File: config.mk
export PLATFORM = sky130hd
export DESIGN_NAME = fexp_front
export DESIGN_NICKNAME = d
export VERILOG_FILES = /design/src/sv/float_exp_exp2_unit_core_defines.svh /design/src/sv/fexp_pkg.sv /design/src/sv/fexp_front.sv
export SDC_FILE = /design/constraint.sdc
export NUM_CORES = 1
export LEC_CHECK = 0
export BUFFER_PORTS_ARGS = -buffer_cell sky130_fd_sc_hd__clkbuf_2
export CAP_MARGIN = 40
export CORE_ASPECT_RATIO = 0.5
export CORE_UTILIZATION = 45
export DETAILED_ROUTE_END_ITERATION = 10
export PLACE_DENSITY = 0.83
export SLEW_MARGIN = 20
export SYNTH_ARGS = -nofsm -noshare
export SYNTH_HDL_FRONTEND = slang
export SYNTH_SLANG_ARGS = --single-unit
export TNS_END_PERCENT = 30
File: constraint.sdc
create_clock -name clk -period 3.3 [get_ports clk]
set_input_delay 0.66 -clock clk [delete_from_list [all_inputs] [get_ports clk]]
set_output_delay 0.66 -clock clk [all_outputs]
set_load 0.03 [all_outputs]
File: src/sv/float_exp_exp2_unit_core_defines.svh
// Assertion macros shared by the exponential unit.
`ifndef FLOAT_EXP_EXP2_UNIT_CORE_DEFINES_SVH
`define FLOAT_EXP_EXP2_UNIT_CORE_DEFINES_SVH

// Check a condition in the same cycle as its trigger.
`define FEXP_ASSERT_NOW(name, ante, cons, msg) \
  name: assert property (@(posedge clk) disable iff (!rst_n) (ante) |-> (cons)) \
    else $error(msg);

// Check a condition in the cycle after its trigger.
`define FEXP_ASSERT_NEXT(name, ante, cons, msg) \
  name: assert property (@(posedge clk) disable iff (!rst_n) (ante) |=> (cons)) \
    else $error(msg);

`endif

File: src/sv/fexp_pkg.sv
package fexp_pkg;

  // Input and result words
  typedef struct packed {
    logic        func;
    logic [31:0] operand_bits;
  } fexp_in_t;

  typedef struct packed {
    logic [31:0] result_bits;
    logic        overflowed;
    logic        underflowed;
  } fexp_out_t;

  // Operand class decided by the front end
  typedef enum logic [1:0] {
    CLS_NORM = 2'd0,
    CLS_NAN  = 2'd1,
    CLS_OVF  = 2'd2,
    CLS_UNF  = 2'd3
  } cls_t;

  typedef struct packed {
    logic        func;
    cls_t        cls;
    logic [31:0] x;
  } qword_t;

  typedef struct packed {
    logic   valid;
    qword_t word;
  } qpush_t;

  // Queue depth
  localparam int QDEPTH = 4;
  localparam int QAW    = $clog2(QDEPTH);

  // Unrounded float: value = m * 2^(e - 300)
  typedef struct packed {
    logic               sign;
    logic signed [11:0] e;
    logic [49:0]        m;
  } fp_raw_t;

  typedef struct packed {
    logic               func;
    cls_t               cls;
    logic [31:0]        x;
    logic signed [9:0]  k;
    logic [31:0]        zk;
    logic [31:0]        f;
    logic [31:0]        y;
    fp_raw_t            raw;
  } bk_t;

  // Back pipeline: seven setup stages and two per polynomial step
  localparam int NSTEP = 7;
  localparam int NST   = 7 + 2 * NSTEP;

  localparam logic [31:0] SIGN_BIT  = 32'h8000_0000;
  localparam logic [31:0] INF_BITS  = 32'h7F80_0000;
  localparam logic [31:0] QNAN_BIT  = 32'h0040_0000;
  localparam logic [31:0] ONE_BITS  = 32'h3F80_0000;
  localparam logic [31:0] ZERO_BITS = 32'h0000_0000;
  localparam logic [31:0] LOG2E     = 32'h3FB8_AA3B;
  localparam logic [31:0] LN2_HI    = 32'h3F31_8000;
  localparam logic [31:0] LN2_LO    = 32'hB95E_8083;
  localparam logic [31:0] EXP_HI    = 32'h42B1_7218;
  localparam logic [31:0] EXP_LO    = 32'hC2CE_8ED0;
  localparam logic [31:0] EXP2_HI   = 32'h42FE_0000;
  localparam logic [31:0] EXP2_LO   = 32'hC2FE_0000;
  localparam logic [31:0] EXP_TOP   = 32'h3950_6967;

  // Coefficients added at each polynomial step, highest order first
  localparam logic [31:0] EXP_ADD [NSTEP] = '{
    32'h3AB7_43CE, 32'h3C08_8908, 32'h3D2A_A9C1, 32'h3E2A_AAAA,
    32'h3F00_0000, 32'h3F80_0000, 32'h3F80_0000
  };
  localparam logic [31:0] EXP2_ADD [NSTEP] = '{
    32'h3920_FDDE, 32'h3AAF_9F29, 32'h3C1D_96A6, 32'h3D63_5774,
    32'h3E75_FDEE, 32'h3F31_7218, 32'h3F80_0000
  };

  // Ordered key for comparing non-NaN floats
  function automatic logic [31:0] fp_key(logic [31:0] v);
    fp_key = v[31] ? ~v : {1'b1, v[30:0]};
  endfunction

  // Exact product, rounding left to fp_norm
  function automatic fp_raw_t fp_mul_a(logic [31:0] a, logic [31:0] b);
    fp_raw_t     r;
    logic [7:0]  ea, eb;
    logic [23:0] ma, mb;
    logic [47:0] p;
    ea = (a[30:23] == 8'd0) ? 8'd1 : a[30:23];
    eb = (b[30:23] == 8'd0) ? 8'd1 : b[30:23];
    ma = {a[30:23] != 8'd0, a[22:0]};
    mb = {b[30:23] != 8'd0, b[22:0]};
    p = 48'(ma) * 48'(mb);
    r.sign = a[31] ^ b[31];
    r.e = 12'(ea) + 12'(eb);
    r.m = {2'b00, p};
    return r;
  endfunction

  // Aligned sum with guard, round and sticky bits
  function automatic fp_raw_t fp_add_a(logic [31:0] a, logic [31:0] b);
    fp_raw_t     r;
    logic [31:0] bg, sm;
    logic [7:0]  eg, es, d;
    logic [23:0] mg, ms;
    logic [53:0] shf;
    logic [26:0] big3, sml3;
    logic [27:0] sum;
    if (a[30:0] >= b[30:0]) begin
      bg = a;
      sm = b;
    end else begin
      bg = b;
      sm = a;
    end
    eg = (bg[30:23] == 8'd0) ? 8'd1 : bg[30:23];
    es = (sm[30:23] == 8'd0) ? 8'd1 : sm[30:23];
    mg = {bg[30:23] != 8'd0, bg[22:0]};
    ms = {sm[30:23] != 8'd0, sm[22:0]};
    d = eg - es;
    shf = {ms, 30'd0} >> d;
    if (d >= 8'd27) begin
      sml3 = {26'd0, |ms};
    end else begin
      sml3 = shf[53:27] | {26'd0, |shf[26:0]};
    end
    big3 = {mg, 3'b000};
    if (a[31] ^ b[31]) begin
      sum = {1'b0, big3} - {1'b0, sml3};
    end else begin
      sum = {1'b0, big3} + {1'b0, sml3};
    end
    r.sign = (sum == 28'd0) ? (a[31] & b[31]) : bg[31];
    r.e = 12'(eg) + 12'd147;
    r.m = {22'd0, sum};
    return r;
  endfunction

  // Normalize and round to nearest even, subnormals included
  function automatic logic [31:0] fp_norm(fp_raw_t r);
    logic [5:0]         l;
    logic signed [12:0] er, shn;
    logic [5:0]         sa;
    logic [63:0]        mx, q64, mask;
    logic               guard, sticky, rnd, ovf;
    logic [7:0]         base;
    logic [31:0]        tot;
    l = 6'd0;
    for (int i = 0; i < 50; i++) begin
      if (r.m[i]) l = 6'(i);
    end
    er = 13'(l) + 13'(r.e) - 13'sd173;
    mx = {14'd0, r.m};
    guard = 1'b0;
    sticky = 1'b0;
    sa = 6'd0;
    ovf = 1'b0;
    mask = 64'd0;
    if (er >= 13'sd1) begin
      shn = 13'(l) - 13'sd23;
      ovf = (er >= 13'sd255);
      base = 8'(er - 13'sd1);
    end else begin
      shn = 13'sd151 - 13'(r.e);
      base = 8'd0;
    end
    if (shn < 13'sd0) begin
      q64 = mx << 6'(-shn);
    end else begin
      sa = (shn > 13'sd63) ? 6'd63 : 6'(shn);
      q64 = mx >> sa;
      if (sa != 6'd0) begin
        guard = mx[sa - 6'd1];
        mask = (64'd1 << (sa - 6'd1)) - 64'd1;
        sticky = |(mx & mask);
      end
    end
    rnd = guard & (sticky | q64[0]);
    tot = (32'(base) << 23) + 32'(q64[23:0]) + 32'(rnd);
    if (ovf || tot >= INF_BITS) tot = INF_BITS;
    if (r.m == 50'd0) tot = 32'd0;
    return {r.sign, tot[30:0]};
  endfunction

  // Float to integer, ties to even; magnitude is known to be small
  function automatic logic signed [9:0] fp_round_int(logic [31:0] v);
    logic [7:0]  s;
    logic [24:0] m, q, mask;
    logic        guard, sticky;
    logic [9:0]  mag;
    m = {1'b0, v[30:23] != 8'd0, v[22:0]};
    s = (v[30:23] >= 8'd150) ? 8'd0 : 8'd150 - v[30:23];
    mag = 10'd0;
    if (v[30:23] != 8'd0 && s <= 8'd25) begin
      q = m >> s;
      guard = 1'b0;
      sticky = 1'b0;
      if (s != 8'd0) begin
        guard = m[5'(s - 8'd1)];
        mask = (25'd1 << (s - 8'd1)) - 25'd1;
        sticky = |(m & mask);
      end
      mag = 10'(q) + 10'(guard & (sticky | q[0]));
    end
    return v[31] ? -$signed(mag) : $signed(mag);
  endfunction

  // Exact integer to float
  function automatic logic [31:0] fp_from_int(logic signed [9:0] k);
    logic [8:0]  a;
    logic [3:0]  l;
    logic [31:0] sh;
    a = k[9] ? 9'(-k) : 9'(k);
    l = 4'd0;
    for (int i = 0; i < 9; i++) begin
      if (a[i]) l = 4'(i);
    end
    sh = 32'(a) << (5'd23 - 5'(l));
    if (a == 9'd0) return 32'd0;
    return {k[9], 8'd127 + 8'(l), sh[22:0]};
  endfunction

  // Multiply a normal float by 2^k on the exponent field
  function automatic logic [31:0] fp_scale(logic [31:0] y, logic signed [9:0] k);
    logic signed [10:0] ne;
    logic [10:0]        s;
    logic [23:0]        m, q, mask;
    logic               guard, sticky;
    if (y[30:23] == 8'd0 || y[30:23] == 8'd255) return y;
    ne = $signed({3'b000, y[30:23]}) + 11'(k);
    if (ne >= 11'sd255) return {y[31], INF_BITS[30:0]};
    if (ne >= 11'sd1) return {y[31], ne[7:0], y[22:0]};
    s = 11'(11'sd1 - ne);
    if (s > 11'd25) return {y[31], 31'd0};
    m = {1'b1, y[22:0]};
    q = m >> s;
    guard = m[5'(s - 11'd1)];
    mask = (24'd1 << (s - 11'd1)) - 24'd1;
    sticky = |(m & mask);
    q = q + 24'(guard & (sticky | q[0]));
    return {y[31], 7'd0, q};
  endfunction

endpackage

File: src/sv/fexp_front.sv
module fexp_front (
  input  logic              clk,
  input  logic              rst_n,
  input  logic              start,
  input  fexp_pkg::fexp_in_t in_data,
  input  logic              q_full,
  output logic              busy,
  output fexp_pkg::qpush_t  push
);

  logic             front_valid_r, front_valid_nxt;
  fexp_pkg::qword_t front_word_r, front_word_nxt;
  logic             accept, push_ok;
  logic [31:0]      hi, lo, xb;

  assign push_ok = front_valid_r && !q_full;
  assign busy    = front_valid_r && q_full;
  assign accept  = start && !busy;
  assign xb      = in_data.operand_bits;

  // Classify the operand against the limits of the chosen function
  always_comb begin
    hi = in_data.func ? fexp_pkg::EXP2_HI : fexp_pkg::EXP_HI;
    lo = in_data.func ? fexp_pkg::EXP2_LO : fexp_pkg::EXP_LO;
    front_word_nxt.func = in_data.func;
    front_word_nxt.x = xb;
    if (xb[30:23] == 8'hFF && xb[22:0] != 23'd0) begin
      front_word_nxt.cls = fexp_pkg::CLS_NAN;
    end else if (fexp_pkg::fp_key(xb) > fexp_pkg::fp_key(hi)) begin
      front_word_nxt.cls = fexp_pkg::CLS_OVF;
    end else if (fexp_pkg::fp_key(xb) < fexp_pkg::fp_key(lo)) begin
      front_word_nxt.cls = fexp_pkg::CLS_UNF;
    end else begin
      front_word_nxt.cls = fexp_pkg::CLS_NORM;
    end
  end

  // Hold the word until the queue takes it
  always_comb begin
    front_valid_nxt = front_valid_r;
    if (accept) begin
      front_valid_nxt = 1'b1;
    end else if (push_ok) begin
      front_valid_nxt = 1'b0;
    end
  end

  always_ff @(posedge clk) begin
    if (!rst_n) begin
      front_valid_r <= 1'b0;
    end else begin
      front_valid_r <= front_valid_nxt;
    end
  end

  always_ff @(posedge clk) begin
    if (accept) begin
      front_word_r <= front_word_nxt;
    end
  end

  assign push.valid = push_ok;
  assign push.word  = front_word_r;

endmodule

==> Yosys cells after proc, flatten, opt, wreduce, memory -nomap -nowiden <==
Cells that the tools add are included.
{ "op_classes": {"addsub": 0, "mul": 0, "div": 0, "n_lt_le_gt_ge": 2, "n_eq_ne": 1, "shifts": 0, "muxes": 9, "bitwise": 3, "reduce_logical": 8} }
{ "ops": {"columns": ["cell", "n"], "rows": [
  ["$mux W32", 3],
  ["$not A32 Y32", 2],
  ["$gt A32 B32 Y1", 1],
  ["$lt A32 B32 Y1", 1],
  ["$not A31 Y32", 1],
  ["$mux W23", 1],
  ["$reduce_bool A23 Y1", 1],
  ["$mux W22", 1],
  ["$eq A8 B8 Y1 const B", 1],
  ["$logic_and A1 B1 Y1", 4],
  ["$mux W2", 2],
  ["$logic_not A1 Y1", 2],
  ["$mux W1", 2],
  ["$reduce_bool A2 Y1", 1]
]} }
{ "totals": {"regBits": 36, "latchBits": 0, "mem_bits_rw": 0, "mem_bits_ro": 0, "inputBits": 37, "wordCells": 27, "memories": 0} }

==> Longest topological paths before layout <==
{ "depth": {"depth_word": 6, "ltp_mapped": 11, "ltp_nobuf": 7} }

==> Worst setup path before layout <==
OpenSTA, ideal clock, no wires.
{ "synth_timing": {"path_kind": "input to register", "startpoint": "input port in_data[31] (netlist bit)", "endpoint": "register front_word_r (netlist bit push[33]) (data pin)", "setup_time_ps": 266, "t_arrival_ps": 2968, "t_required_ps": 3034, "slack_ps": 66, "path_stages": 11, "path_buffers": 4, "cell_sequence": "buf_2 -> buf_2 -> buf_2 -> buf_2 -> xor2_1 -> ha_1 -> nand4_1 -> or3_1 -> a2111oi_4 -> a21bo_1 -> o22ai_1"} }
{ "synth_between": {"elab_chain_len": 5, "elab_cells_between_ends": 6, "classes_between": "order compare (2); mux (3); bitwise (1)"} }
{ "synth_lines": {"columns": ["element", "line", "rtl"], "rows": [
  ["start, declared", "fexp_front.sv:5", "input fexp_pkg::fexp_in_t in_data,"],
  ["$not A32 Y32", "fexp_pkg.sv:86", "fp_key = v[31] ? ~v : {1'b1, v[30:0]};"],
  ["$mux W32 (*)", "fexp_pkg.sv:86", null],
  ["$lt A32 B32 Y1", "fexp_front.sv:31", "end else if (fexp_pkg::fp_key(xb) < fexp_pkg::fp_key(lo)) begin"],
  ["$mux W2", "fexp_front.sv:31", null],
  ["$mux W2 (*)", "fexp_front.sv:29", "end else if (fexp_pkg::fp_key(xb) > fexp_pkg::fp_key(hi)) begin"],
  ["end signal, assigned", "fexp_front.sv:58", "front_word_r <= front_word_nxt;"],
  ["end, declared", "fexp_front.sv:12", "fexp_pkg::qword_t front_word_r, front_word_nxt;"]
]} }
Mark *: on every way between the ends. The rest lies on a longest branch, timed or not.
A chain may end at the register's enable or synchronous reset.

==> Worst setup path after layout <==
Ends and elaborated chain as after synthesis.

==> results.sh <==
export IMPL_path_cells="clkbuf_2, buf_4, xor2_1, ha_1, nor2_1, a211oi_1, nor4_2, a211oi_1, o22ai_1"
export IMPL_syn_num_nets=227
export IMPL_port_buffers=73
export IMPL_grt_pass1_vias=1677
export IMPL_dp_cells=306
export IMPL_worstSetupPathType="primary input to register"
export IMPL_fp_dieW_um=99.5
export IMPL_cts_tree="yes"
export IMPL_setup_viol=0
export IMPL_core_mm2=0.00449
export IMPL_syn_inst=170
export IMPL_firstDrtPassIters=4
export IMPL_post_cts_buffers=0
export IMPL_path_max_fanout=23
export IMPL_ys_types=46
export IMPL_vias=1755
export IMPL_drv_cap=0
export IMPL_dieArea_mm2=0.00505
export IMPL_diodes=0
export IMPL_finalHoldViolCount=0
export IMPL_io_pins=74
export IMPL_arrival_ps=2780
export IMPL_status="complete, no violations"
export IMPL_cts_resized=0
export IMPL_synthTopCellsByArea="edfxtp_1, ha_1, xor2_1"
export IMPL_slowest_delay_ps=390
export IMPL_rr_endpoint="push[27]"
export IMPL_cts_buffers_inserted=5
export IMPL_rows=17
export IMPL_grt_use_total=0.213
export IMPL_async_flop_share=0
export IMPL_synth_largest_area_cell="edfxtp_1"
export IMPL_final_cells=313
export IMPL_ys_seq_area_frac=0.501
export IMPL_cts_hold_buffers_added=0
export IMPL_synth_commonest_cells="edfxtp_1, ha_1, xor2_1"
export IMPL_syn_to_final_growth_pct=25.3
export IMPL_holdCritStartpoint="in_data[29]"
export IMPL_relSlewSlack=0.614
export IMPL_grt_pass1_wl_mm=8.05
export IMPL_crit_slowest_cell="clkbuf_2"
export IMPL_multi_input_area_mm2=0.00104
export IMPL_viasPerCell=5.61
export IMPL_rsz0062_at_grt="false"
export IMPL_path_common_cell="a211oi_1"
export IMPL_hp_class="primary input to register"
export IMPL_overflow=0
export IMPL_gp_congestion=0.860
export IMPL_holdPathEnd="push[29]"
export IMPL_final_max_slew_viol_count=0
export IMPL_peakVddDrop_v=0.000162
export IMPL_max_freq_ghz=0.363
export IMPL_fillCellCount=377
export IMPL_ant_nets=0
export IMPL_r2r_setup_slack_ps=1800
export IMPL_h_tree_depth=2
export IMPL_grt_max_degree=24
export IMPL_synth_most_common_cell="edfxtp_1"
export IMPL_clkSinkCount=36
export IMPL_required_ps=3330
export IMPL_ys_ff_latch=36
export IMPL_crit_family="buffers and inverters"
export IMPL_powerDensity_mw_per_mm2=415
export IMPL_reg2reg_depth=3
export IMPL_finalSetupTns_ps=0
export IMPL_die_h_um=50.7
export IMPL_syn_mean_instance_area_um2=12.6
export IMPL_synth_edff_count=35
export IMPL_finClkSkew_ps=6.87
export IMPL_clk_path_buf_depth=2
export IMPL_cp_num_buf_inv=2
export IMPL_syn_area_mm2=0.00214
export IMPL_route_detailed_drc=0
export IMPL_dpl_hpwl_mm=3.82
export IMPL_initial_core_util=0.476
export IMPL_r2r_start="front_valid_r"
export IMPL_yosysTopAreaCellShare=0.492
export IMPL_tightest_slew_ps=578
export IMPL_synth_main_ff_cell="edfxtp_1"
export IMPL_path_clk_slew_ps=70
export IMPL_antenna_found_initial=0
export IMPL_ctsRootBufferMaster="clkbuf_8"
export IMPL_layout_drive_gt1_share=0.356
export IMPL_whs_path_depth=1
export IMPL_fin_nets=304
export IMPL_drt_iter0_markers=105
export IMPL_seq_area_mm2=0.00107
export IMPL_p_leak_nw=1.12
export IMPL_insertion_delay_ps=290
export IMPL_cp_start_kind="primary input"
export IMPL_finalCritPeriodShare=0.834
export IMPL_end_kind="register"
export IMPL_drt_wl_total_mm=4.94
export IMPL_post_route_min_period_ps=2750
export IMPL_yosysWarningCount=0
export IMPL_routedWlPerCell_um=15.8
how the worst max path moves through the flow:
| stage | start | to | slack (ps) | depth (start not counted) |
|---|---|---|---|---|
| after global routing | in_data[31] | push[33] | 350 | 9 |
| after global placement | in_data[31] | push[33] | 350 | 7 |
| final | in_data[31] | push[33] | 550 | 9 |
| after CTS | in_data[31] | push[33] | 570 | 9 |
| after detailed placement | in_data[31] | push[33] | 280 | 9 |
| after floorplan | in_data[31] | push[33] | 70 | 11 |
report_power, final:
part           total, mW  leakage [nW]  internal (mW)  switching, mW
Sequential         0.541         0.347          0.534        0.00725
Clock              0.297        0.0410          0.144          0.154
Combinational      0.274         0.728         0.0961          0.178
metal layers:
metal,wire length (um),GRT usage,vias to the layer above
li1,-,-,835
met1,2220,0.287,825
met2,2300,0.340,88
met3,373,0.0460,7
met4,48,0.0760,0
met5,0,0,-
cells by family after synthesis:
group,count (synthesis),share of synthesized area
compound gates,32,0.119
xor+xnor,20,0.0820
fa+ha+maj,20,0.117
buf+inv,6,0.0146
flops,36,0.501
simple gates,56,0.166
cell type report:
type | count | share of cell area
clock buffers | 6 | 0.0271
clock inverters | 1 | 0.00187
inverters | 1 | 0.00140
multi-input cells | 128 | 0.389
flip-flops and latches | 36 | 0.400
well taps | 66 | 0.0308
repair buffers | 75 | 0.150
sequential cells by signal, indices dropped and copies added, names as in the netlist:
| name | flops |
|---|---|
| push | 35 |
| front_valid_r | 1 |
layout by cell type, fill, tap and decap left out, drive strengths merged, types with 3 or more instances in the layout:
master,Yosys,routed
clkbuf,0,79
edfxtp,35,35
ha,20,20
xor2,18,18
a21oi,8,8
nand3,7,7
nand4,7,7
nand2,6,6
nor3,5,5
nor4,5,5
or4,5,5
nor2,4,4
a211oi,4,4
a21o,3,3
nand4b,3,3
nor2b,3,3
per-stage QoR:
stage	area [um^2]	hold slack (ps)	setup WS, ps	total power [mW]	util
2_1_floorplan	2140	759	65.7	0.721	-
3_3_place_gp	2570	636	349	0.805	0.573
3_5_place_dp	2600	675	283	0.822	0.579
4_1_cts	2680	584	571	1.12	0.597
5_1_grt	2680	582	350	1.16	0.597
6_report	2680	582	547	1.11	0.597
No activity file was read; power rests on OpenSTA's default activity.
