### src/sv/float_exp_exp2_unit_core_defines.svh
// Assertion macros shared by the exponential unit.
`ifndef FLOAT_EXP_EXP2_UNIT_CORE_DEFINES_SVH
`define FLOAT_EXP_EXP2_UNIT_CORE_DEFINES_SVH

// Check a condition in the same cycle as its trigger.
`define FEXP_ASSERT_NOW(name, ante, cons, msg) \
  name: assert property (@(posedge clk) disable iff (!rst_n) (ante) |-> (cons)) \
    else $error(msg);

// Check a condition in the cycle after its trigger.
`define FEXP_ASSERT_NEXT(name, ante, cons, msg) \
  name: assert property (@(posedge clk) disable iff (!rst_n) (ante) |=> (cons)) \
    else $error(msg);

`endif

### src/sv/fexp_pkg.sv
package fexp_pkg;

  // Input and result words
  typedef struct packed {
    logic        func;
    logic [31:0] operand_bits;
  } fexp_in_t;

  typedef struct packed {
    logic [31:0] result_bits;
    logic        overflowed;
    logic        underflowed;
  } fexp_out_t;

  // Operand class decided by the front end
  typedef enum logic [1:0] {
    CLS_NORM = 2'd0,
    CLS_NAN  = 2'd1,
    CLS_OVF  = 2'd2,
    CLS_UNF  = 2'd3
  } cls_t;

  typedef struct packed {
    logic        func;
    cls_t        cls;
    logic [31:0] x;
  } qword_t;

  typedef struct packed {
    logic   valid;
    qword_t word;
  } qpush_t;

  // Queue depth
  localparam int QDEPTH = 4;
  localparam int QAW    = $clog2(QDEPTH);

  // Unrounded float: value = m * 2^(e - 300)
  typedef struct packed {
    logic               sign;
    logic signed [11:0] e;
    logic [49:0]        m;
  } fp_raw_t;

  typedef struct packed {
    logic               func;
    cls_t               cls;
    logic [31:0]        x;
    logic signed [9:0]  k;
    logic [31:0]        zk;
    logic [31:0]        f;
    logic [31:0]        y;
    fp_raw_t            raw;
  } bk_t;

  // Back pipeline: seven setup stages and two per polynomial step
  localparam int NSTEP = 7;
  localparam int NST   = 7 + 2 * NSTEP;

  localparam logic [31:0] SIGN_BIT  = 32'h8000_0000;
  localparam logic [31:0] INF_BITS  = 32'h7F80_0000;
  localparam logic [31:0] QNAN_BIT  = 32'h0040_0000;
  localparam logic [31:0] ONE_BITS  = 32'h3F80_0000;
  localparam logic [31:0] ZERO_BITS = 32'h0000_0000;
  localparam logic [31:0] LOG2E     = 32'h3FB8_AA3B;
  localparam logic [31:0] LN2_HI    = 32'h3F31_8000;
  localparam logic [31:0] LN2_LO    = 32'hB95E_8083;
  localparam logic [31:0] EXP_HI    = 32'h42B1_7218;
  localparam logic [31:0] EXP_LO    = 32'hC2CE_8ED0;
  localparam logic [31:0] EXP2_HI   = 32'h42FE_0000;
  localparam logic [31:0] EXP2_LO   = 32'hC2FE_0000;
  localparam logic [31:0] EXP_TOP   = 32'h3950_6967;

  // Coefficients added at each polynomial step, highest order first
  localparam logic [31:0] EXP_ADD [NSTEP] = '{
    32'h3AB7_43CE, 32'h3C08_8908, 32'h3D2A_A9C1, 32'h3E2A_AAAA,
    32'h3F00_0000, 32'h3F80_0000, 32'h3F80_0000
  };
  localparam logic [31:0] EXP2_ADD [NSTEP] = '{
    32'h3920_FDDE, 32'h3AAF_9F29, 32'h3C1D_96A6, 32'h3D63_5774,
    32'h3E75_FDEE, 32'h3F31_7218, 32'h3F80_0000
  };

  // Ordered key for comparing non-NaN floats
  function automatic logic [31:0] fp_key(logic [31:0] v);
    fp_key = v[31] ? ~v : {1'b1, v[30:0]};
  endfunction

  // Exact product, rounding left to fp_norm
  function automatic fp_raw_t fp_mul_a(logic [31:0] a, logic [31:0] b);
    fp_raw_t     r;
    logic [7:0]  ea, eb;
    logic [23:0] ma, mb;
    logic [47:0] p;
    ea = (a[30:23] == 8'd0) ? 8'd1 : a[30:23];
    eb = (b[30:23] == 8'd0) ? 8'd1 : b[30:23];
    ma = {a[30:23] != 8'd0, a[22:0]};
    mb = {b[30:23] != 8'd0, b[22:0]};
    p = 48'(ma) * 48'(mb);
    r.sign = a[31] ^ b[31];
    r.e = 12'(ea) + 12'(eb);
    r.m = {2'b00, p};
    return r;
  endfunction

  // Aligned sum with guard, round and sticky bits
  function automatic fp_raw_t fp_add_a(logic [31:0] a, logic [31:0] b);
    fp_raw_t     r;
    logic [31:0] bg, sm;
    logic [7:0]  eg, es, d;
    logic [23:0] mg, ms;
    logic [53:0] shf;
    logic [26:0] big3, sml3;
    logic [27:0] sum;
    if (a[30:0] >= b[30:0]) begin
      bg = a;
      sm = b;
    end else begin
      bg = b;
      sm = a;
    end
    eg = (bg[30:23] == 8'd0) ? 8'd1 : bg[30:23];
    es = (sm[30:23] == 8'd0) ? 8'd1 : sm[30:23];
    mg = {bg[30:23] != 8'd0, bg[22:0]};
    ms = {sm[30:23] != 8'd0, sm[22:0]};
    d = eg - es;
    shf = {ms, 30'd0} >> d;
    if (d >= 8'd27) begin
      sml3 = {26'd0, |ms};
    end else begin
      sml3 = shf[53:27] | {26'd0, |shf[26:0]};
    end
    big3 = {mg, 3'b000};
    if (a[31] ^ b[31]) begin
      sum = {1'b0, big3} - {1'b0, sml3};
    end else begin
      sum = {1'b0, big3} + {1'b0, sml3};
    end
    r.sign = (sum == 28'd0) ? (a[31] & b[31]) : bg[31];
    r.e = 12'(eg) + 12'd147;
    r.m = {22'd0, sum};
    return r;
  endfunction

  // Normalize and round to nearest even, subnormals included
  function automatic logic [31:0] fp_norm(fp_raw_t r);
    logic [5:0]         l;
    logic signed [12:0] er, shn;
    logic [5:0]         sa;
    logic [63:0]        mx, q64, mask;
    logic               guard, sticky, rnd, ovf;
    logic [7:0]         base;
    logic [31:0]        tot;
    l = 6'd0;
    for (int i = 0; i < 50; i++) begin
      if (r.m[i]) l = 6'(i);
    end
    er = 13'(l) + 13'(r.e) - 13'sd173;
    mx = {14'd0, r.m};
    guard = 1'b0;
    sticky = 1'b0;
    sa = 6'd0;
    ovf = 1'b0;
    mask = 64'd0;
    if (er >= 13'sd1) begin
      shn = 13'(l) - 13'sd23;
      ovf = (er >= 13'sd255);
      base = 8'(er - 13'sd1);
    end else begin
      shn = 13'sd151 - 13'(r.e);
      base = 8'd0;
    end
    if (shn < 13'sd0) begin
      q64 = mx << 6'(-shn);
    end else begin
      sa = (shn > 13'sd63) ? 6'd63 : 6'(shn);
      q64 = mx >> sa;
      if (sa != 6'd0) begin
        guard = mx[sa - 6'd1];
        mask = (64'd1 << (sa - 6'd1)) - 64'd1;
        sticky = |(mx & mask);
      end
    end
    rnd = guard & (sticky | q64[0]);
    tot = (32'(base) << 23) + 32'(q64[23:0]) + 32'(rnd);
    if (ovf || tot >= INF_BITS) tot = INF_BITS;
    if (r.m == 50'd0) tot = 32'd0;
    return {r.sign, tot[30:0]};
  endfunction

  // Float to integer, ties to even; magnitude is known to be small
  function automatic logic signed [9:0] fp_round_int(logic [31:0] v);
    logic [7:0]  s;
    logic [24:0] m, q, mask;
    logic        guard, sticky;
    logic [9:0]  mag;
    m = {1'b0, v[30:23] != 8'd0, v[22:0]};
    s = (v[30:23] >= 8'd150) ? 8'd0 : 8'd150 - v[30:23];
    mag = 10'd0;
    if (v[30:23] != 8'd0 && s <= 8'd25) begin
      q = m >> s;
      guard = 1'b0;
      sticky = 1'b0;
      if (s != 8'd0) begin
        guard = m[5'(s - 8'd1)];
        mask = (25'd1 << (s - 8'd1)) - 25'd1;
        sticky = |(m & mask);
      end
      mag = 10'(q) + 10'(guard & (sticky | q[0]));
    end
    return v[31] ? -$signed(mag) : $signed(mag);
  endfunction

  // Exact integer to float
  function automatic logic [31:0] fp_from_int(logic signed [9:0] k);
    logic [8:0]  a;
    logic [3:0]  l;
    logic [31:0] sh;
    a = k[9] ? 9'(-k) : 9'(k);
    l = 4'd0;
    for (int i = 0; i < 9; i++) begin
      if (a[i]) l = 4'(i);
    end
    sh = 32'(a) << (5'd23 - 5'(l));
    if (a == 9'd0) return 32'd0;
    return {k[9], 8'd127 + 8'(l), sh[22:0]};
  endfunction

  // Multiply a normal float by 2^k on the exponent field
  function automatic logic [31:0] fp_scale(logic [31:0] y, logic signed [9:0] k);
    logic signed [10:0] ne;
    logic [10:0]        s;
    logic [23:0]        m, q, mask;
    logic               guard, sticky;
    if (y[30:23] == 8'd0 || y[30:23] == 8'd255) return y;
    ne = $signed({3'b000, y[30:23]}) + 11'(k);
    if (ne >= 11'sd255) return {y[31], INF_BITS[30:0]};
    if (ne >= 11'sd1) return {y[31], ne[7:0], y[22:0]};
    s = 11'(11'sd1 - ne);
    if (s > 11'd25) return {y[31], 31'd0};
    m = {1'b1, y[22:0]};
    q = m >> s;
    guard = m[5'(s - 11'd1)];
    mask = (24'd1 << (s - 11'd1)) - 24'd1;
    sticky = |(m & mask);
    q = q + 24'(guard & (sticky | q[0]));
    return {y[31], 7'd0, q};
  endfunction

endpackage

### src/sv/fexp_queue.sv
module fexp_queue (
  input  logic             clk,
  input  logic             rst_n,
  input  fexp_pkg::qpush_t push,
  output logic             q_full,
  output fexp_pkg::qpush_t pop
);

  fexp_pkg::qword_t             mem_r [fexp_pkg::QDEPTH];
  logic [fexp_pkg::QAW-1:0]     wr_ptr_r, wr_ptr_nxt, rd_ptr_r, rd_ptr_nxt;
  logic [fexp_pkg::QAW:0]       cnt_r, cnt_nxt;
  logic                         do_pop;

  // The back end never stalls: drain one word per cycle
  assign do_pop    = (cnt_r != '0);
  assign q_full    = (cnt_r == (fexp_pkg::QAW + 1)'(fexp_pkg::QDEPTH));
  assign pop.valid = do_pop;
  assign pop.word  = mem_r[rd_ptr_r];

  // Advance pointers and count
  always_comb begin
    wr_ptr_nxt = wr_ptr_r + (fexp_pkg::QAW)'(push.valid);
    rd_ptr_nxt = rd_ptr_r + (fexp_pkg::QAW)'(do_pop);
    cnt_nxt = cnt_r + (fexp_pkg::QAW + 1)'(push.valid) - (fexp_pkg::QAW + 1)'(do_pop);
  end

  always_ff @(posedge clk) begin
    if (!rst_n) begin
      wr_ptr_r <= '0;
      rd_ptr_r <= '0;
      cnt_r <= '0;
    end else begin
      wr_ptr_r <= wr_ptr_nxt;
      rd_ptr_r <= rd_ptr_nxt;
      cnt_r <= cnt_nxt;
    end
  end

  always_ff @(posedge clk) begin
    if (push.valid) begin
      mem_r[wr_ptr_r] <= push.word;
    end
  end

endmodule

### config.mk
export PLATFORM = sky130hd
export DESIGN_NAME = fexp_queue
export DESIGN_NICKNAME = d
export VERILOG_FILES = /design/src/sv/float_exp_exp2_unit_core_defines.svh /design/src/sv/fexp_pkg.sv /design/src/sv/fexp_queue.sv
export SDC_FILE = /design/constraint.sdc
export NUM_CORES = 1
export LEC_CHECK = 0
export ABC_AREA = 1
export BUFFER_PORTS_ARGS = -buffer_cell sky130_fd_sc_hd__buf_2
export CAP_MARGIN = 5
export CELL_PAD_IN_SITES_DETAIL_PLACEMENT = 1
export CELL_PAD_IN_SITES_GLOBAL_PLACEMENT = 2
export CORE_UTILIZATION = 35
export CTS_BUF_LIST = sky130_fd_sc_hd__clkbuf_4 sky130_fd_sc_hd__clkbuf_8
export DETAILED_ROUTE_END_ITERATION = 6
export GPL_TIMING_DRIVEN = 0
export PLACE_DENSITY = 0.79
export SLEW_MARGIN = 20
export SYNTH_ARGS = -nofsm -noshare
export SYNTH_HDL_FRONTEND = slang
export SYNTH_SLANG_ARGS = --single-unit
### constraint.sdc
create_clock -name clk -period 5.9 [get_ports clk]
set_input_delay 0.59 -clock clk [delete_from_list [all_inputs] [get_ports clk]]
set_output_delay 0.59 -clock clk [all_outputs]
set_load 0.01 [all_outputs]
=== Word-level counts from Yosys, hierarchy flattened ===
Memory sizes are Yosys's and may differ from the RTL's. A register that Yosys moved wholly into a read port is not among the register bits.
Index checks and enable logic that the tools add are counted.

* Reductions and logical operators: 1
* Equal/unequal tests: 1
* Multiplexer cells: 3
* $add $sub $neg: 4

{| class="wikitable"
|+ Operator list
! kind !! count
|-
| adder 2 x 1 -> 2 bit || 2
|-
| adder 3 x 1 -> 3 bit || 1
|-
| equality test 3 bit (second input constant) || 1
|-
| nonzero test 3 bit || 1
|-
| subtractor 3 x 1 -> 3 bit || 1
|-
| 2-to-1 mux 1 bit || 2
|-
| 2-to-1 mux 2 bit || 1
|}

* Output and inout port bits: 37
* Flip-flop bits (word level): 7
* Word-level logic and storage cells: 13
* RAM bits: 140
* Memories kept: 1

{| class="wikitable"
|+ Memory list
! memory !! words !! width !! rd ports !! clocked after Yosys merged registers in !! wr ports !! RTL line !! RTL
|-
| mem_r || 4 || 35 || 1 || 1 || 1 || fexp_queue.sv:9 || <nowiki>fexp_pkg::qword_t mem_r [fexp_pkg::QDEPTH];</nowiki>
|}

=== Logic depth before layout (Yosys ltp) ===
* Depth in word-level cells: 3
* Gate-level depth with buffers: 9
* Depth with buffers taken out: 9

=== Least setup slack after synthesis ===
Ideal clock, no wire load.

* Kind: input to register
* From: in push[35] in the netlist's numbering
* To: mem mem_r[0][0] in the netlist's numbering (enable)
* Arrival: 3.048 ns
* Path buffers: 0
* Cell stages on the path: 2
* Library setup time: 0.471 ns
* Setup slack: 2.381 ns
* Path through: inv_1 -> nor3_1

* Longest elaborated chain between the ends: 2

{| class="wikitable"
|+ Ends and longest elaborated chain
! item !! RTL line !! RTL
|-
| start: declaration || fexp_queue.sv:4 || <nowiki>input fexp_pkg::qpush_t push,</nowiki>
|-
| 2-to-1 mux 1 bit || fexp_queue.sv:40 || <nowiki>if (push.valid) begin</nowiki>
|-
| 2-to-1 mux 1 bit (implied by the code) || fexp_queue.sv:41 || <nowiki>mem_r[wr_ptr_r] <= push.word;</nowiki>
|-
| end: declaration || fexp_queue.sv:9 ||
|}

Every way passes these cells.

==> reports/metrics.csv <==
stage,metric,value,unit
power_and_ir_drop,Logic pwr share,0.327,
setup_path,largest fanout on the critical path,10,
floorplanning,floorplan die area,17400,µm²
logic_synthesis,most area-consuming cells after synthesis,"sky130_fd_sc_hd__edfxtp_1, sky130_fd_sc_hd__inv_1, sky130_fd_sc_hd__nand2_1, sky130_fd_sc_hd__o211ai_1, sky130_fd_sc_hd__a21oi_1",
final_layout,final standard cell count with taps included and fillers excluded,803,
sta,Total Neg Setup Slack,0,ns
sta,final setup violation count,0,
global_route,global-route congestion overflow total,0,
place,port buffer count,74,
final_layout,share of cells above drive strength 1,0.264,
final_layout,antenna fix cells,0,
setup_path,CP Data Arrival Time,1.75,ns
final_layout,Reg area,4340,µm²
status,outcome,"finished, final reports clean",
global_route,largest net degree at the start of global routing,17,
logic_synthesis,syn avg cell area,12.9,µm²
global_route,wire length of the first global-routing pass,22100,µm
clocking,setup bufs post-CTS,0,
clocking,clock tree from TritonCTS,built,
final_layout,multi-input gate area in the final layout,1090,µm²
global_route,via count of the first global-routing pass,4108,
logic_synthesis,register bit count reported by yosys,147,
drt,violation count after the first detailed-routing iteration,243,
drt,final routed wire length divided by cell count,17.3,µm
logic_synthesis,synthesized netlist net count,501,
clocking,master cell of the clock root buffer,sky130_fd_sc_hd__clkbuf_8,
drt,Remaining DRCs,0,
logic_synthesis,largest area contributor in the synthesized netlist,sky130_fd_sc_hd__edfxtp_1,
setup_path,Worst R2R End,mem_r[3][16]$_DFFE_PP_,
hold_path,hold path endpoint,mem_r[0][9]$_DFFE_PP_,
clocking,clock sinks,147,
drt,via count of the routed design,3757,
clocking,hold bufs inserted after CTS,0,
place,total half-perimeter wirelength after legalization and detailed placement,9800,µm
logic_synthesis,number of warnings printed during yosys synthesis,0,
sta,unrepaired setup endpoints after global routing,false,
drt,total wirelength of the detailed-routed design,13900,µm
floorplanning,Top Ports,75,
logic_synthesis,Synth top area share,0.712,
clocking,Longest Clk Path Bufs,2,
floorplanning,core outline area,16500,µm²
logic_synthesis,proportion of synthesized chip area in sequential cells,0.736,
clocking,number of clock buffers inserted by TritonCTS,17,
clocking,H-tree Lvls,4,
drt,routed via count divided by cell count,4.68,
power_and_ir_drop,switching share of power,0.335,
place,cell count after placement,771,
hold_path,Hold Startpoint,push[9],
drt,first drt pass iteration count,4,
sta,final critical-path share of the clock period,0.396,
final_layout,area growth from synthesis to layout,20.1,%
hold_path,Hold Crit Depth,1,
logic_synthesis,gate count after technology mapping,458,
final_layout,filler cell count in the final layout,1754,
clocking,"CTS clk-pin slew, worst paths",0.08,ns
sta,tightest slew margin relative to the limit,0.506,
sta,upper clock frequency limit,428,MHz
sta,Least-Margin Pin Slew,0.737,ns
clocking,Clock Latency Late Sink,0.45,ns
power_and_ir_drop,highest ir drop seen on vdd,0.169,mV
drt,antenna violation net count after detailed routing,0,
setup_path,"Req. time, crit path",5.31,ns
hold_path,worst hold-check path type,input port to register,
global_route,total global routing track utilization,0.173,
floorplanning,die extent in x,132,µm
place,GPL Wtd Cong,0.671,
setup_path,start of the worst register-to-register path,wr_ptr_r[1]$_SDFF_PN0_,
setup_path,number of cell instances on the worst register-to-register path,6,
setup_path,worst-case register-to-register setup slack,3.78,ns
power_and_ir_drop,cell internal power dissipation,1.92,mW
power_and_ir_drop,leakage power figure,2.86,nW
floorplanning,floorplan row count,47,
sta,Clock Skews,0.00946,ns
logic_synthesis,summed instance area of the synthesized netlist,5900,µm²
power_and_ir_drop,total power after layout,2.89,mW
setup_path,CP Capture Type,primary output,
power_and_ir_drop,clock share of power,0.250,
floorplanning,die height,132,µm
final_layout,"leading cell types in the layout, fill and taps excluded","sky130_fd_sc_hd__edfxtp_1, sky130_fd_sc_hd__buf_2, sky130_fd_sc_hd__inv_1",
final_layout,layout net count,613,
global_route,initial antenna violation count,1,
clocking,cells resized by post-CTS repair,0,
sta,final worst path period need,2.34,ns
power_and_ir_drop,switching pwr,0.966,mW
setup_path,CP Launch Type,register,
power_and_ir_drop,power density over the cells,407,nW/µm²
power_and_ir_drop,fraction of power consumed by sequential logic,0.423,
floorplanning,effective utilization at floorplan,0.357,
setup_path,category of the critical setup timing path,register to primary output,
final_layout,"leading cell type in the layout, fill and taps excluded",sky130_fd_sc_hd__edfxtp_1,
logic_synthesis,Netlist cell types,17,
sta,number of hold violations in the final report,0,
flow_run,count of maximum capacitance violations,0,
sta,max-slew violation count,0,
state kept, by name, summed over array words and instances (netlist names):
register,cells
mem_r,140
cnt_r,3
rd_ptr_r,2
wr_ptr_r,2
power groups by stage:
stage | sequential, mW | clock, mW | combinational, mW
after global placement | 1.25 | 0 | 0.922
after CTS | 1.22 | 0.745 | 0.974
after floorplan | 1.24 | 0 | 0.580
after detailed placement | 1.24 | 0 | 0.970
after global routing | 1.23 | 0.788 | 1.06
final | 1.22 | 0.721 | 0.945
area by class of cell:
type,instances,area share
Buffer,25,0.0256
Clock buffer,18,0.0341
Clock inverter,14,0.0169
Inverter,82,0.0434
Multi-Input combinational cell,204,0.154
Sequential cell,147,0.613
Tap cell,220,0.0388
Timing Repair Buffer,93,0.0750
kinds of logic (layout without fill, tap and decap cells):
logic type | Yosys count | after routing | share of synthesized area
compound gates | 106 | 106 | 0.109
fa+ha+maj | 5 | 5 | 0.0119
flops | 147 | 147 | 0.736
simple gates | 93 | 93 | 0.0604
buf+inv | 107 | 232 | 0.0829
worst max-delay path, cell delays in order, from the launching register on:
cell                       delay, ns
sky130_fd_sc_hd__dfxtp_1        0.38
sky130_fd_sc_hd__buf_6          0.14
sky130_fd_sc_hd__buf_6          0.16
sky130_fd_sc_hd__buf_4          0.20
sky130_fd_sc_hd__nand2_1        0.08
sky130_fd_sc_hd__o211ai_1       0.09
sky130_fd_sc_hd__nand2_1        0.10
sky130_fd_sc_hd__buf_2          0.15
synth_stat cells:
| cell | n |
|---|---|
| sky130_fd_sc_hd__o21ai_1 | 20 |
| sky130_fd_sc_hd__buf_6 | 7 |
| sky130_fd_sc_hd__dfxtp_1 | 7 |
| sky130_fd_sc_hd__buf_4 | 5 |
| sky130_fd_sc_hd__nor3_1 | 4 |
| sky130_fd_sc_hd__o21ai_0 | 15 |
| sky130_fd_sc_hd__fa_1 | 1 |
| sky130_fd_sc_hd__o211ai_1 | 30 |
| sky130_fd_sc_hd__nor2_1 | 6 |
| sky130_fd_sc_hd__buf_2 | 13 |
| sky130_fd_sc_hd__edfxtp_1 | 140 |
| sky130_fd_sc_hd__ha_1 | 4 |
| sky130_fd_sc_hd__a21oi_1 | 36 |
| sky130_fd_sc_hd__nand2_1 | 81 |
| sky130_fd_sc_hd__o211ai_2 | 5 |
| sky130_fd_sc_hd__inv_1 | 82 |
| sky130_fd_sc_hd__nand3_1 | 2 |
stage by stage:
step / instance area, µm² / hold WS (ns) / setup slack (ns) / util
5_1_grt: 7090 / 0.317 / 3.42 / 0.429
4_1_cts: 7090 / 0.319 / 3.50 / 0.429
3_3_place_gp: 6550 / 0.498 / 0.0485 / 0.396
6_report: 7090 / 0.355 / 3.56 / 0.429
2_1_floorplan: 5900 / 0.488 / 2.38 / -
3_5_place_dp: 6730 / 0.586 / 3.51 / 0.407
metal layers:
layer	global-route usage	vias to the layer above	routed length, µm
met1	0.205	1873	6000
li1	-	1800	-
met5	0	-	13
met2	0.306	70	7270
met4	0.0523	2	117
met3	0.0484	12	496
how the worst max path moves through the flow:
stage	start	endpoint	slack [ns]
2_1_floorplan	push[35]	mem_r[0][0]$_DFFE_PP_	2.38
3_3_place_gp	push[35]	mem_r[3][16]$_DFFE_PP_	0.05
3_5_place_dp	push[35]	mem_r[3][16]$_DFFE_PP_	3.51
4_1_cts	rd_ptr_r[0]$_SDFF_PN0_	pop[9]	3.50
5_1_grt	rd_ptr_r[0]$_SDFF_PN0_	pop[13]	3.42
6_report	rd_ptr_r[0]$_SDFF_PN0_	pop[9]	3.56
No activity file was read; power rests on OpenSTA's default activity.
